`config.mk`:
```
export PLATFORM = sky130hd
export DESIGN_NAME = arp_resolver_cache_top
export DESIGN_NICKNAME = d
export VERILOG_FILES = /design/src/design/arc_pkg.sv /design/src/design/arc_ctrl.sv /design/src/design/arc_dp.sv /design/src/design/arp_resolver_cache_top.sv
export SDC_FILE = /design/constraint.sdc
export NUM_CORES = 2
export LEC_CHECK = 0
export BUFFER_PORTS_ARGS = -buffer_cell sky130_fd_sc_hd__buf_2
export CAP_MARGIN = 10
export CORE_MARGIN = 1.5
export CORE_UTILIZATION = 35
export DETAILED_ROUTE_END_ITERATION = 7
export PLACE_DENSITY_LB_ADDON = 0.25
export SETUP_SLACK_MARGIN = 0.1
export SKIP_CTS_REPAIR_TIMING = 1
export SYNTH_ARGS = -nofsm -noshare
export SYNTH_HDL_FRONTEND = slang
export SYNTH_SLANG_ARGS = --single-unit
```
`constraint.sdc`:
```
create_clock -name i_clk -period 10.45 [get_ports i_clk]
set_input_delay 1.5675 -clock i_clk [delete_from_list [all_inputs] [get_ports i_clk]]
set_output_delay 1.5675 -clock i_clk [all_outputs]
set_load 0.05 [all_outputs]
```
`src/design/arc_pkg.sv`:
```
// arc_pkg: shared types and codes of the arp resolver cache
// holds word structs, action/command codes and the controller-datapath interface
// no dependencies
package arc_pkg;

    // input word, one parsed item
    typedef struct packed {
        logic [1:0]  cmd;
        logic [31:0] hop_ip;
        logic [15:0] datagram_handle;
        logic [47:0] frame_dst_mac;
        logic [15:0] ether_type;
        logic        parse_ok;
        logic [15:0] arp_opcode;
        logic [47:0] arp_sender_mac;
        logic [31:0] arp_sender_ip;
        logic [31:0] arp_target_ip;
        logic [31:0] elapsed_ms;
    } t_in_word;

    // output word, one result
    typedef struct packed {
        logic [2:0]  action;
        logic [47:0] dst_mac;
        logic [31:0] target_ip;
        logic [15:0] out_handle;
        logic        last;
    } t_out_word;

    // input commands
    localparam logic [1:0] CMD_SEND = 2'd0;
    localparam logic [1:0] CMD_RX   = 2'd1;
    localparam logic [1:0] CMD_TICK = 2'd2;
    localparam logic [1:0] CMD_RSVD = 2'd3;

    // result actions
    localparam logic [2:0] ACT_NONE    = 3'd0;
    localparam logic [2:0] ACT_IPV4    = 3'd1;
    localparam logic [2:0] ACT_REQUEST = 3'd2;
    localparam logic [2:0] ACT_REPLY   = 3'd3;
    localparam logic [2:0] ACT_DELIVER = 3'd4;
    localparam logic [2:0] ACT_DROP    = 3'd5;

    // register indexes
    localparam logic [1:0] CFG_MY_MAC   = 2'd0;
    localparam logic [1:0] CFG_MY_IP    = 2'd1;
    localparam logic [1:0] CFG_REQ_WAIT = 2'd2;
    localparam logic [1:0] CFG_TTL      = 2'd3;

    localparam logic [15:0] ETH_IPV4     = 16'h0800;
    localparam logic [15:0] ETH_ARP      = 16'h0806;
    localparam logic [15:0] ARP_OP_REQ   = 16'd1;
    localparam logic [15:0] ARP_OP_REPLY = 16'd2;
    localparam logic [47:0] BCAST_MAC    = 48'hFFFF_FFFF_FFFF;
    localparam logic [15:0] RESET_WAIT   = 16'd5000;
    localparam logic [31:0] RESET_TTL    = 32'd5000;

    // scan index width, covers the largest table
    localparam int SCAN_W = 8;

    // datapath operations
    typedef enum logic [3:0] {
        OP_NONE,
        OP_LOAD,
        OP_DISP,
        OP_CS_SEND,
        OP_CS_LEARN,
        OP_CS_AGE,
        OP_RS_SEND,
        OP_RS_AGE,
        OP_SEND,
        OP_LEARN,
        OP_FLUSH,
        OP_QDROP,
        OP_COMPACT,
        OP_CFIN,
        OP_RCLR,
        OP_DONE
    } t_dp_op;

    typedef struct packed {
        t_dp_op              op;
        logic [SCAN_W-1:0]   idx;
    } t_dp_cmd;

    typedef struct packed {
        logic       out_free;
        logic [1:0] cmd;
        logic       rx_ok;
        logic       is_arp;
    } t_dp_stat;

endpackage

```
`src/design/arc_ctrl.sv`:
```
// arc_ctrl: sequencer of the arp resolver cache
// walks the table scans for each command; depends on arc_pkg
module arc_ctrl import arc_pkg::*; #(
    parameter int CACHE_ENTRIES   = 16,
    parameter int REQUEST_ENTRIES = 8,
    parameter int QUEUE_DEPTH     = 16
) (
    input  logic     i_clk,
    input  logic     i_rst_n,
    input  logic     i_in_valid,
    output logic     o_in_stall,
    input  t_dp_stat i_stat,
    output t_dp_cmd  o_cmd
);

    typedef enum logic [11:0] {
        S_IDLE    = 12'b0000_0000_0001,
        S_DISP    = 12'b0000_0000_0010,
        S_CSCAN   = 12'b0000_0000_0100,
        S_RSCAN   = 12'b0000_0000_1000,
        S_SEND    = 12'b0000_0001_0000,
        S_LEARN   = 12'b0000_0010_0000,
        S_FLUSH   = 12'b0000_0100_0000,
        S_QDROP   = 12'b0000_1000_0000,
        S_COMPACT = 12'b0001_0000_0000,
        S_CFIN    = 12'b0010_0000_0000,
        S_RCLR    = 12'b0100_0000_0000,
        S_DONE    = 12'b1000_0000_0000
    } t_state;

    localparam logic [SCAN_W-1:0] C_LAST = SCAN_W'(CACHE_ENTRIES - 1);
    localparam logic [SCAN_W-1:0] R_LAST = SCAN_W'(REQUEST_ENTRIES - 1);
    localparam logic [SCAN_W-1:0] Q_LAST = SCAN_W'(QUEUE_DEPTH - 1);

    t_state            r_state, n_state;
    logic [SCAN_W-1:0] r_idx, n_idx;

    // next state and datapath command
    always_comb begin
        n_state    = r_state;
        n_idx      = r_idx;
        o_cmd.op   = OP_NONE;
        o_cmd.idx  = r_idx;
        o_in_stall = (r_state != S_IDLE);
        unique case (r_state)
            S_IDLE: begin
                if (i_in_valid) begin
                    o_cmd.op = OP_LOAD;
                    n_state  = S_DISP;
                end
            end
            S_DISP: begin
                if (i_stat.out_free) begin
                    o_cmd.op = OP_DISP;
                    n_idx    = '0;
                    priority if (i_stat.cmd == CMD_SEND || i_stat.cmd == CMD_TICK)
                        n_state = S_CSCAN;
                    else if (i_stat.cmd == CMD_RX && i_stat.rx_ok && i_stat.is_arp)
                        n_state = S_CSCAN;
                    else
                        n_state = S_DONE;
                end
            end
            S_CSCAN: begin
                if (i_stat.out_free) begin
                    priority if (i_stat.cmd == CMD_SEND) o_cmd.op = OP_CS_SEND;
                    else if (i_stat.cmd == CMD_RX)       o_cmd.op = OP_CS_LEARN;
                    else                                 o_cmd.op = OP_CS_AGE;
                    if (r_idx == C_LAST) begin
                        n_idx   = '0;
                        n_state = (i_stat.cmd == CMD_RX) ? S_LEARN : S_RSCAN;
                    end else begin
                        n_idx = r_idx + 1'b1;
                    end
                end
            end
            S_RSCAN: begin
                if (i_stat.out_free) begin
                    o_cmd.op = (i_stat.cmd == CMD_SEND) ? OP_RS_SEND : OP_RS_AGE;
                    if (r_idx == R_LAST) begin
                        n_idx   = '0;
                        n_state = (i_stat.cmd == CMD_SEND) ? S_SEND : S_QDROP;
                    end else begin
                        n_idx = r_idx + 1'b1;
                    end
                end
            end
            S_SEND: begin
                if (i_stat.out_free) begin
                    o_cmd.op = OP_SEND;
                    n_state  = S_DONE;
                end
            end
            S_LEARN: begin
                if (i_stat.out_free) begin
                    o_cmd.op = OP_LEARN;
                    n_idx    = '0;
                    n_state  = S_FLUSH;
                end
            end
            S_FLUSH, S_QDROP, S_COMPACT: begin
                if (i_stat.out_free) begin
                    priority if (r_state == S_FLUSH) o_cmd.op = OP_FLUSH;
                    else if (r_state == S_QDROP)     o_cmd.op = OP_QDROP;
                    else                             o_cmd.op = OP_COMPACT;
                    if (r_idx == Q_LAST) begin
                        n_idx   = '0;
                        n_state = (r_state == S_COMPACT) ? S_CFIN : S_COMPACT;
                    end else begin
                        n_idx = r_idx + 1'b1;
                    end
                end
            end
            S_CFIN: begin
                if (i_stat.out_free) begin
                    o_cmd.op = OP_CFIN;
                    n_state  = (i_stat.cmd == CMD_RX) ? S_RCLR : S_DONE;
                end
            end
            S_RCLR: begin
                if (i_stat.out_free) begin
                    o_cmd.op = OP_RCLR;
                    n_state  = S_DONE;
                end
            end
            S_DONE: begin
                if (i_stat.out_free) begin
                    o_cmd.op = OP_DONE;
                    n_state  = S_IDLE;
                end
            end
            default: begin
                n_state = S_IDLE;
            end
        endcase
    end

    // state registers
    always_ff @(posedge i_clk) begin
        if (!i_rst_n) begin
            r_state <= S_IDLE;
            r_idx   <= '0;
        end else begin
            r_state <= n_state;
            r_idx   <= n_idx;
        end
    end

endmodule

```
`src/design/arc_dp.sv`:
```
// arc_dp: tables, scan registers and result buffers of the arp resolver cache
// executes one command per cycle from arc_ctrl; depends on arc_pkg
module arc_dp import arc_pkg::*; #(
    parameter int CACHE_ENTRIES   = 16,
    parameter int REQUEST_ENTRIES = 8,
    parameter int QUEUE_DEPTH     = 16
) (
    input  logic        i_clk,
    input  logic        i_rst_n,
    input  t_in_word    i_in_word,
    input  logic        i_cfg_we,
    input  logic [1:0]  i_cfg_index,
    input  logic [47:0] i_cfg_data,
    input  t_dp_cmd     i_cmd,
    output t_dp_stat    o_stat,
    output logic        o_out_valid,
    input  logic        i_out_stall,
    output t_out_word   o_out_word
);

    localparam int CW = (CACHE_ENTRIES > 1) ? $clog2(CACHE_ENTRIES) : 1;
    localparam int RW = (REQUEST_ENTRIES > 1) ? $clog2(REQUEST_ENTRIES) : 1;
    localparam int QW = (QUEUE_DEPTH > 1) ? $clog2(QUEUE_DEPTH) : 1;
    localparam logic [QW:0] Q_N = (QW+1)'(QUEUE_DEPTH);

    // configuration
    logic [47:0] r_my_mac;
    logic [31:0] r_my_ip;
    logic [15:0] r_req_wait;
    logic [31:0] r_entry_ttl;

    // tables
    logic [CACHE_ENTRIES-1:0]   r_c_vld;
    logic [31:0]                r_c_ip  [CACHE_ENTRIES];
    logic [47:0]                r_c_mac [CACHE_ENTRIES];
    logic [31:0]                r_c_ttl [CACHE_ENTRIES];
    logic [REQUEST_ENTRIES-1:0] r_r_vld;
    logic [REQUEST_ENTRIES-1:0] r_r_exp;
    logic [31:0]                r_r_ip  [REQUEST_ENTRIES];
    logic [15:0]                r_r_ttl [REQUEST_ENTRIES];
    logic [QUEUE_DEPTH-1:0]     r_q_vld;
    logic [31:0]                r_q_ip  [QUEUE_DEPTH];
    logic [15:0]                r_q_h   [QUEUE_DEPTH];
    logic [QW-1:0]              r_head, r_tail;

    // item and scan results
    t_in_word    r_in;
    logic        r_m_found, r_f_found, r_pend, r_rf_found, r_cp_found;
    logic [CW-1:0] r_m_idx, r_f_idx, r_min_idx;
    logic [31:0] r_min_ttl;
    logic [47:0] r_hit_mac;
    logic [RW-1:0] r_rf_idx;
    logic [QW-1:0] r_cp_pos;

    // result buffers
    logic        r_hold_vld, r_out_vld;
    t_out_word   r_hold, r_out;

    logic [CW-1:0] ci;
    logic [RW-1:0] ri;
    logic [QW-1:0] qp, n_tail;
    logic [QW:0]   qsum, tsum;
    logic [31:0]   c_ip, c_ttl;
    logic [47:0]   c_mac;
    logic          c_vld, r_vld_s, q_vld_s, q_match, drop_hit;
    logic [31:0]   r_ip_s, q_ip_s;
    logic [15:0]   r_ttl_s, q_h_s;
    logic          rx_ok, is_ipv4, is_arp, reply;
    logic          emit, out_load, scan0;
    t_out_word     emit_word, n_out;
    logic [CW-1:0] pick;
    logic          send_drop;

    // per-cycle table reads at the scan index
    always_comb begin
        ci      = i_cmd.idx[CW-1:0];
        ri      = i_cmd.idx[RW-1:0];
        qsum    = (QW+1)'(r_head) + (QW+1)'(i_cmd.idx[QW-1:0]);
        qp      = (qsum >= Q_N) ? QW'(qsum - Q_N) : qsum[QW-1:0];
        tsum    = (QW+1)'(r_tail) + (QW+1)'(1);
        n_tail  = (tsum >= Q_N) ? QW'(tsum - Q_N) : tsum[QW-1:0];
        scan0   = (i_cmd.idx == '0);
        c_vld   = r_c_vld[ci];
        c_ip    = r_c_ip[ci];
        c_mac   = r_c_mac[ci];
        c_ttl   = r_c_ttl[ci];
        r_vld_s = r_r_vld[ri];
        r_ip_s  = r_r_ip[ri];
        r_ttl_s = r_r_ttl[ri];
        q_vld_s = r_q_vld[qp];
        q_ip_s  = r_q_ip[qp];
        q_h_s   = r_q_h[qp];
        q_match = q_vld_s && (q_ip_s == r_in.arp_sender_ip);
        drop_hit = 1'b0;
        for (int i = 0; i < REQUEST_ENTRIES; i++) begin
            if (r_r_exp[i] && (r_r_ip[i] == q_ip_s)) drop_hit = 1'b1;
        end
    end

    // frame classification
    always_comb begin
        rx_ok   = ((r_in.frame_dst_mac == BCAST_MAC) || (r_in.frame_dst_mac == r_my_mac))
                  && r_in.parse_ok;
        is_ipv4 = (r_in.ether_type == ETH_IPV4);
        is_arp  = (r_in.ether_type == ETH_ARP);
        reply   = (r_in.arp_opcode == ARP_OP_REQ) && (r_in.arp_target_ip == r_my_ip);
        pick    = r_m_found ? r_m_idx : (r_f_found ? r_f_idx : r_min_idx);
        send_drop = r_q_vld[r_tail] || (!r_pend && !r_rf_found);
        o_stat.out_free = !r_out_vld;
        o_stat.cmd      = r_in.cmd;
        o_stat.rx_ok    = rx_ok;
        o_stat.is_arp   = is_arp;
    end

    // result generation
    always_comb begin
        emit      = 1'b0;
        emit_word = '0;
        unique case (i_cmd.op)
            OP_DISP: begin
                if (r_in.cmd == CMD_RX && rx_ok && is_ipv4) begin
                    emit = 1'b1;
                    emit_word.action     = ACT_DELIVER;
                    emit_word.out_handle = r_in.datagram_handle;
                end else if (r_in.cmd == CMD_RX && rx_ok && is_arp && reply) begin
                    emit = 1'b1;
                    emit_word.action    = ACT_REPLY;
                    emit_word.dst_mac   = r_in.arp_sender_mac;
                    emit_word.target_ip = r_in.arp_sender_ip;
                end
            end
            OP_SEND: begin
                emit = 1'b1;
                if (r_m_found) begin
                    emit_word.action     = ACT_IPV4;
                    emit_word.dst_mac    = r_hit_mac;
                    emit_word.out_handle = r_in.datagram_handle;
                end else if (send_drop) begin
                    emit_word.action     = ACT_DROP;
                    emit_word.target_ip  = r_in.hop_ip;
                    emit_word.out_handle = r_in.datagram_handle;
                end else if (!r_pend) begin
                    emit_word.action    = ACT_REQUEST;
                    emit_word.dst_mac   = BCAST_MAC;
                    emit_word.target_ip = r_in.hop_ip;
                end else begin
                    emit = 1'b0;
                end
            end
            OP_FLUSH: begin
                if (q_match) begin
                    emit = 1'b1;
                    emit_word.action     = ACT_IPV4;
                    emit_word.dst_mac    = r_in.arp_sender_mac;
                    emit_word.out_handle = q_h_s;
                end
            end
            default: begin
                emit = 1'b0;
            end
        endcase
        // the held word goes out when a newer one arrives or the item ends
        out_load = 1'b0;
        n_out    = r_hold;
        if (emit && r_hold_vld) begin
            out_load = 1'b1;
        end else if (i_cmd.op == OP_DONE) begin
            out_load   = 1'b1;
            n_out      = r_hold_vld ? r_hold : '0;
            n_out.last = 1'b1;
        end
    end

    // control state with reset
    always_ff @(posedge i_clk) begin
        if (!i_rst_n) begin
            r_my_mac    <= '0;
            r_my_ip     <= '0;
            r_req_wait  <= RESET_WAIT;
            r_entry_ttl <= RESET_TTL;
            r_c_vld     <= '0;
            r_r_vld     <= '0;
            r_q_vld     <= '0;
            r_head      <= '0;
            r_tail      <= '0;
            r_hold_vld  <= 1'b0;
            r_out_vld   <= 1'b0;
        end else begin
            if (i_cfg_we) begin
                unique case (i_cfg_index)
                    CFG_MY_MAC:   r_my_mac    <= i_cfg_data;
                    CFG_MY_IP:    r_my_ip     <= i_cfg_data[31:0];
                    CFG_REQ_WAIT: r_req_wait  <= i_cfg_data[15:0];
                    CFG_TTL:      r_entry_ttl <= i_cfg_data[31:0];
                    default:      r_my_mac    <= r_my_mac;
                endcase
            end
            // output register drains on accept
            if (out_load)                         r_out_vld <= 1'b1;
            else if (r_out_vld && !i_out_stall)   r_out_vld <= 1'b0;
            if (emit)                    r_hold_vld <= 1'b1;
            else if (i_cmd.op == OP_DONE) r_hold_vld <= 1'b0;
            unique case (i_cmd.op)
                OP_CS_AGE: begin
                    if (c_vld && c_ttl <= r_in.elapsed_ms) r_c_vld[ci] <= 1'b0;
                end
                OP_RS_AGE: begin
                    if (r_vld_s && {16'd0, r_ttl_s} <= r_in.elapsed_ms) r_r_vld[ri] <= 1'b0;
                end
                OP_SEND: begin
                    if (!r_m_found && !send_drop) begin
                        if (!r_pend) r_r_vld[r_rf_idx] <= 1'b1;
                        r_q_vld[r_tail] <= 1'b1;
                        r_tail          <= n_tail;
                    end
                end
                OP_LEARN: begin
                    r_c_vld[pick] <= 1'b1;
                end
                OP_FLUSH: begin
                    if (q_match) r_q_vld[qp] <= 1'b0;
                end
                OP_QDROP: begin
                    if (q_vld_s && drop_hit) r_q_vld[qp] <= 1'b0;
                end
                OP_CFIN: begin
                    r_head <= r_cp_found ? r_cp_pos : r_tail;
                end
                OP_RCLR: begin
                    for (int i = 0; i < REQUEST_ENTRIES; i++) begin
                        if (r_r_vld[i] && r_r_ip[i] == r_in.arp_sender_ip) r_r_vld[i] <= 1'b0;
                    end
                end
                default: begin
                    r_head <= r_head;
                end
            endcase
        end
    end

    // payload and scan registers
    always_ff @(posedge i_clk) begin
        if (emit)     r_hold <= emit_word;
        if (out_load) r_out  <= n_out;
        unique case (i_cmd.op)
            OP_LOAD: begin
                r_in <= i_in_word;
            end
            OP_DISP: begin
                r_m_found  <= 1'b0;
                r_f_found  <= 1'b0;
                r_pend     <= 1'b0;
                r_rf_found <= 1'b0;
                r_cp_found <= 1'b0;
                r_r_exp    <= '0;
            end
            OP_CS_SEND: begin
                if (c_vld && c_ip == r_in.hop_ip && !r_m_found) begin
                    r_m_found <= 1'b1;
                    r_hit_mac <= c_mac;
                end
            end
            OP_CS_LEARN: begin
                if (c_vld && c_ip == r_in.arp_sender_ip && !r_m_found) begin
                    r_m_found <= 1'b1;
                    r_m_idx   <= ci;
                end
                if (!c_vld && !r_f_found) begin
                    r_f_found <= 1'b1;
                    r_f_idx   <= ci;
                end
                // least remaining lifetime, lowest index on a tie
                if (scan0 || c_ttl < r_min_ttl) begin
                    r_min_ttl <= c_ttl;
                    r_min_idx <= ci;
                end
            end
            OP_CS_AGE: begin
                if (c_vld && c_ttl > r_in.elapsed_ms) r_c_ttl[ci] <= c_ttl - r_in.elapsed_ms;
            end
            OP_RS_SEND: begin
                if (r_vld_s && r_ip_s == r_in.hop_ip) r_pend <= 1'b1;
                if (!r_vld_s && !r_rf_found) begin
                    r_rf_found <= 1'b1;
                    r_rf_idx   <= ri;
                end
            end
            OP_RS_AGE: begin
                if (r_vld_s) begin
                    if ({16'd0, r_ttl_s} <= r_in.elapsed_ms) r_r_exp[ri] <= 1'b1;
                    else r_r_ttl[ri] <= r_ttl_s - r_in.elapsed_ms[15:0];
                end
            end
            OP_SEND: begin
                if (!r_m_found && !send_drop) begin
                    if (!r_pend) begin
                        r_r_ip[r_rf_idx]  <= r_in.hop_ip;
                        r_r_ttl[r_rf_idx] <= r_req_wait;
                    end
                    r_q_ip[r_tail] <= r_in.hop_ip;
                    r_q_h[r_tail]  <= r_in.datagram_handle;
                end
            end
            OP_LEARN: begin
                r_c_ip[pick]  <= r_in.arp_sender_ip;
                r_c_mac[pick] <= r_in.arp_sender_mac;
                r_c_ttl[pick] <= r_entry_ttl;
            end
            OP_COMPACT: begin
                if (q_vld_s && !r_cp_found) begin
                    r_cp_found <= 1'b1;
                    r_cp_pos   <= qp;
                end
            end
            default: begin
                r_cp_pos <= r_cp_pos;
            end
        endcase
    end

    assign o_out_valid = r_out_vld;
    assign o_out_word  = r_out;

endmodule

```
`src/design/arp_resolver_cache_top.sv`:
```
// Resolves IPv4 next hops to Ethernet addresses with a learned cache, a table of
// pending ARP requests and a queue of datagrams waiting for an answer. One input
// word is taken at a time; its results leave one per output word, the final one
// flagged by last. Every table is walked one entry per cycle, while the output
// register is free, by a shared scan counter: a send walks the cache and the
// request table, an accepted ARP frame the cache and then the queue twice, a
// tick the cache, the request table and the queue twice; other words walk no
// table.
// depends on arc_pkg, arc_ctrl, arc_dp
module arp_resolver_cache_top import arc_pkg::*; #(
    parameter int CACHE_ENTRIES   = 16,
    parameter int REQUEST_ENTRIES = 8,
    parameter int QUEUE_DEPTH     = 16
) (
    input  logic        i_clk,
    input  logic        i_rst_n,
    input  logic        i_in_valid,
    output logic        o_in_stall,
    input  t_in_word    i_in_word,
    output logic        o_out_valid,
    input  logic        i_out_stall,
    output t_out_word   o_out_word,
    input  logic        i_cfg_valid,
    output logic        o_cfg_ready,
    input  logic [1:0]  i_cfg_index,
    input  logic [47:0] i_cfg_data
);

    t_dp_cmd  w_cmd;
    t_dp_stat w_stat;

    // registers are always writable
    assign o_cfg_ready = 1'b1;

    // sequencer
    arc_ctrl #(
        .CACHE_ENTRIES  (CACHE_ENTRIES),
        .REQUEST_ENTRIES(REQUEST_ENTRIES),
        .QUEUE_DEPTH    (QUEUE_DEPTH)
    ) u_ctrl (
        .i_clk      (i_clk),
        .i_rst_n    (i_rst_n),
        .i_in_valid (i_in_valid),
        .o_in_stall (o_in_stall),
        .i_stat     (w_stat),
        .o_cmd      (w_cmd)
    );

    // tables and result buffers
    arc_dp #(
        .CACHE_ENTRIES  (CACHE_ENTRIES),
        .REQUEST_ENTRIES(REQUEST_ENTRIES),
        .QUEUE_DEPTH    (QUEUE_DEPTH)
    ) u_dp (
        .i_clk       (i_clk),
        .i_rst_n     (i_rst_n),
        .i_in_word   (i_in_word),
        .i_cfg_we    (i_cfg_valid & o_cfg_ready),
        .i_cfg_index (i_cfg_index),
        .i_cfg_data  (i_cfg_data),
        .i_cmd       (w_cmd),
        .o_stat      (w_stat),
        .o_out_valid (o_out_valid),
        .i_out_stall (i_out_stall),
        .o_out_word  (o_out_word)
    );

endmodule

```
==> run_results.csv <==
group,metric,value,unit
power,power_density,184,nW/um^2
sta,tightestPinTransition,1.29,ns
power,leakagePower,57.2,nW
power,report.power.total,33.2,mW
yosys,syn-num-nets,10000,
finish,nets,10700,
placed_design,routabilityCongestion,1.04,
flow_run,drv_cap,0,
drt,wl_per_cell,36.2,um
floorplanning,core.rowCount,245,
sta,fin_crit,7.71,ns
yosys,yosys_most_used_dff,"edfxtp_1",
global_route,grt_busiest_layer,"met2",
cts,clkTransAtPathRegs,0.07,ns
power,seq_power_share,51.1,%
power,p_clk_share,43.0,%
yosys,ys_async_sr_fraction,0,%
critical_path,critPathMaxFanout,73,
critical_path,critPathArrivalTime,8.33,ns
yosys,synthCells,9604,
yosys,synth_cell_types,99,
global_route,globalRouteMet2Util,41.8,%
finish,layout-drive-gt1-share,20.9,%
cts,cts_root_buffer,"clkbuf_16",
global_route,grt_util_met3,4.34,%
floorplanning,num_io_pins,433,
drt,num_vias,95100,
sta,maxSlewHeadroom,13.0,%
power,p_switching,7.75,mW
cts,cts_max_path_buffers,4,
run_status,status,"completed",
sta,clock.fmax,0.130,GHz
yosys,synth_area_leaders,"edfxtp_1, mux4_2, dfxtp_1, mux2i_1, xnor2_1",
floorplanning,die_y,672,um
critical_path,start_kind,"flop",
finish,area_growth,15.5,%
sta,fin_crit_sh,73.8,%
floorplanning,die_area,451000,um^2
global_route,grt_max_degree,137,
cts,cts.sinks,3732,
global_route,grt_use_met1,34.1,%
cts,clk-insertion-delay-late,1.02,ns
global_route,grt_remaining_overflow,0,
yosys,synthesis.area,157000,um^2
yosys,synth_top_area_cell,"edfxtp_1",
min_path,holdCritStartpoint,"u_dp.r_req_wait[10]$_SDFFE_PN0P_",
floorplanning,die_x,672,um
yosys,avgSynthCellArea,16.3,um^2
global_route,antenna_found_initial,49,
drt,vias_per_cell,5.74,
sta,skew,0.124,ns
power,internal-power,25.5,mW
critical_path,crit-reg2reg-launch,"u_ctrl.r_idx[0]$_SDFFE_PN0P_",
yosys,ys_seq_area_share,70.3,%
power,power_switching_share,23.3,%
sta,hold_slack,0.458,ns
power,p_comb_share,5.9,%
yosys,synth_most_common_cell,"edfxtp_1",
drt,wirelength,600000,um
critical_path,path_class,"flop to flop",
yosys,ys_ff_latch,3732,
min_path,holdPathStages,2,
yosys,yosys_warnings,0,
floorplanning,start_util,35.2,%
sta,setup_tns,0,ns
critical_path,r2r_setup_slack,2.74,ns
placed_design,place_hpwl,398000,um
global_route,grt_pass1_vias,93600,
critical_path,r2r-end,"u_dp.r_hold[16]$_DFFE_PP_",
critical_path,cp.required,11.07,ns
sta,slew_violations,0,
cts,cts_inserted_buffers,404,
cts,htree_levels,5,
placed_design,port_buffers,431,
global_route,grt.total_usage,25.9,%
yosys,synth_edf_count,3530,
cts,cts_tree,"done",
yosys,synth_top_cell_area_share,67.7,%
yosys,synth_common_cells,"edfxtp_1, nand2_1, mux4_2, a21oi_1, xnor2_1",
sta,rsz0062_at_grt,"no",
power,peakVddDrop,0.142,mV
floorplanning,coreArea,445000,um^2
critical_path,crit_path_end_kind,"flop",
critical_path,ff2ff_path_depth,15,
sta,setup_viol,0,
sta,finalHoldViolations,0,
drt,antenna_left,0,
drt,dr.first_iter.drc_count,11100,
min_path,hold_end,"u_dp.r_req_wait[10]$_SDFFE_PN0P_",
drt,drc,0,
global_route,grt_pass1_wl,809000,um
min_path,hp-class,"flop to flop",
drt,first_pass_iters,6,
[sequential cells by signal, indices dropped and copies added, names as in the netlist, 48 cells and up, named ones only]
| register | count |
|---|---|
| u_dp.r_r_ip | 256 |
| u_dp.r_r_ttl | 128 |
| u_dp.o_out_word | 100 |
| u_dp.r_q_ip | 512 |
| u_dp.r_my_mac | 48 |
| u_dp.r_c_mac | 768 |
| u_dp.r_c_ttl | 512 |
| u_dp.r_hit_mac | 48 |
| u_dp.r_hold | 99 |
| u_dp.r_in | 273 |
| u_dp.r_q_h | 256 |
| u_dp.r_c_ip | 512 |
[layer usage]
metal	routed length [um]	share of wire, %
met1	243000	40
met2	282000	47
met3	41800	7.0
met4	34000	5.7
met5	88	0.015
[critical path: stages, from the launching register on]
cell and delay, ns:
dfxtp_4 0.53, ha_4 0.26, fa_4 1.07, buf_12 0.46, buf_4 0.67, nand2b_1 0.59
o221ai_1 0.24, nand3_1 0.18, o211a_1 0.57, xnor2_1 0.25, nor4_1 0.15, and4_1 0.35
or2_2 0.34, nor3b_1 0.72, inv_6 0.42, buf_4 0.39
[power by group through the flow]
stage / Sequential (mW) / Combinational (mW) / Clock (mW)
after floorplan: 17.3 / 0.946 / 0
after global placement: 17.3 / 1.89 / 0
after detailed placement: 17.3 / 1.93 / 0
after CTS: 17.0 / 1.93 / 14.5
after global routing: 17.0 / 2.05 / 15.1
final: 17.0 / 1.96 / 14.3
[cell usage in the layout (no fill, tap or decap), drive strengths merged, types with 57 or more instances in the layout]
cell,Yosys,layout
nor4,139,139
xor2,260,260
ha,90,90
mux2i,362,362
nor2,313,313
nand3,109,109
mux2,100,100
o21ai,294,294
clkbuf,341,493
inv,151,171
nor2b,175,175
a2111oi,57,57
mux4,567,567
nand2,749,749
buf,201,816
clkinv,2,177
dfxtp,202,202
edfxtp,3530,3530
xnor2,387,387
nand4,149,149
a221oi,117,117
a21oi,404,404
a22o,113,113
nor3,113,113
[how the worst max path moves through the flow]
stage / start / endpoint / slack (ns) / cells past startpoint
4_1_cts: u_ctrl.r_idx[0]$_SDFFE_PN0P_ / u_dp.r_hold[16]$_DFFE_PP_ / 2.75 / 15
2_1_floorplan: flop / u_dp.r_c_ttl[14][0]$_DFFE_PP_ / 0.82 / 22
3_5_place_dp: u_ctrl.r_idx[0]$_SDFFE_PN0P_ / u_dp.r_hold[93]$_DFFE_PP_ / 2.83 / 15
6_report: u_ctrl.r_idx[0]$_SDFFE_PN0P_ / u_dp.r_hold[16]$_DFFE_PP_ / 2.74 / 15
5_1_grt: u_ctrl.r_idx[0]$_SDFFE_PN0P_ / u_dp.r_hold[16]$_DFFE_PP_ / 2.54 / 15
3_3_place_gp: u_ctrl.r_idx[0]$_SDFFE_PN0P_ / u_dp.r_q_vld[5]$_SDFFE_PN0P_ / 2.95 / 15
[final cells by class]
class	instances	area, um^2
Clock buffer	493	10500
Sequential cell	3732	110000
Timing Repair Buffer	816	5210
Multi-Input combinational cell	5177	44300
Tap cell	5928	7420
Clock inverter	250	2630
Fill cell	40100	265000
Antenna cell	25	62.6
Inverter	153	597
[cells by family after synthesis]
kind of cell,count (synthesis),share of synthesized area (%)
flops,3732,70.3
buf+inv,695,1.85
mux,1029,11.2
other cells,1,0.00239
simple gates,1966,6.11
xor+xnor,647,3.63
fa+ha+maj,93,0.757
compound gates,1441,6.16
[through the flow]
step                      util (%)  instance area, um^2  worst slack (ns)  cells
after global placement        37.6               168000              2.95  15800
after floorplan                  -               157000             0.815   9604
final                         40.6               181000              2.74  16600
after global routing          40.6               181000              2.54  16600
after CTS                     40.6               181000              2.75  16500
after detailed placement      37.6               168000              2.83  15800
Power figures use the tool's default switching activity.
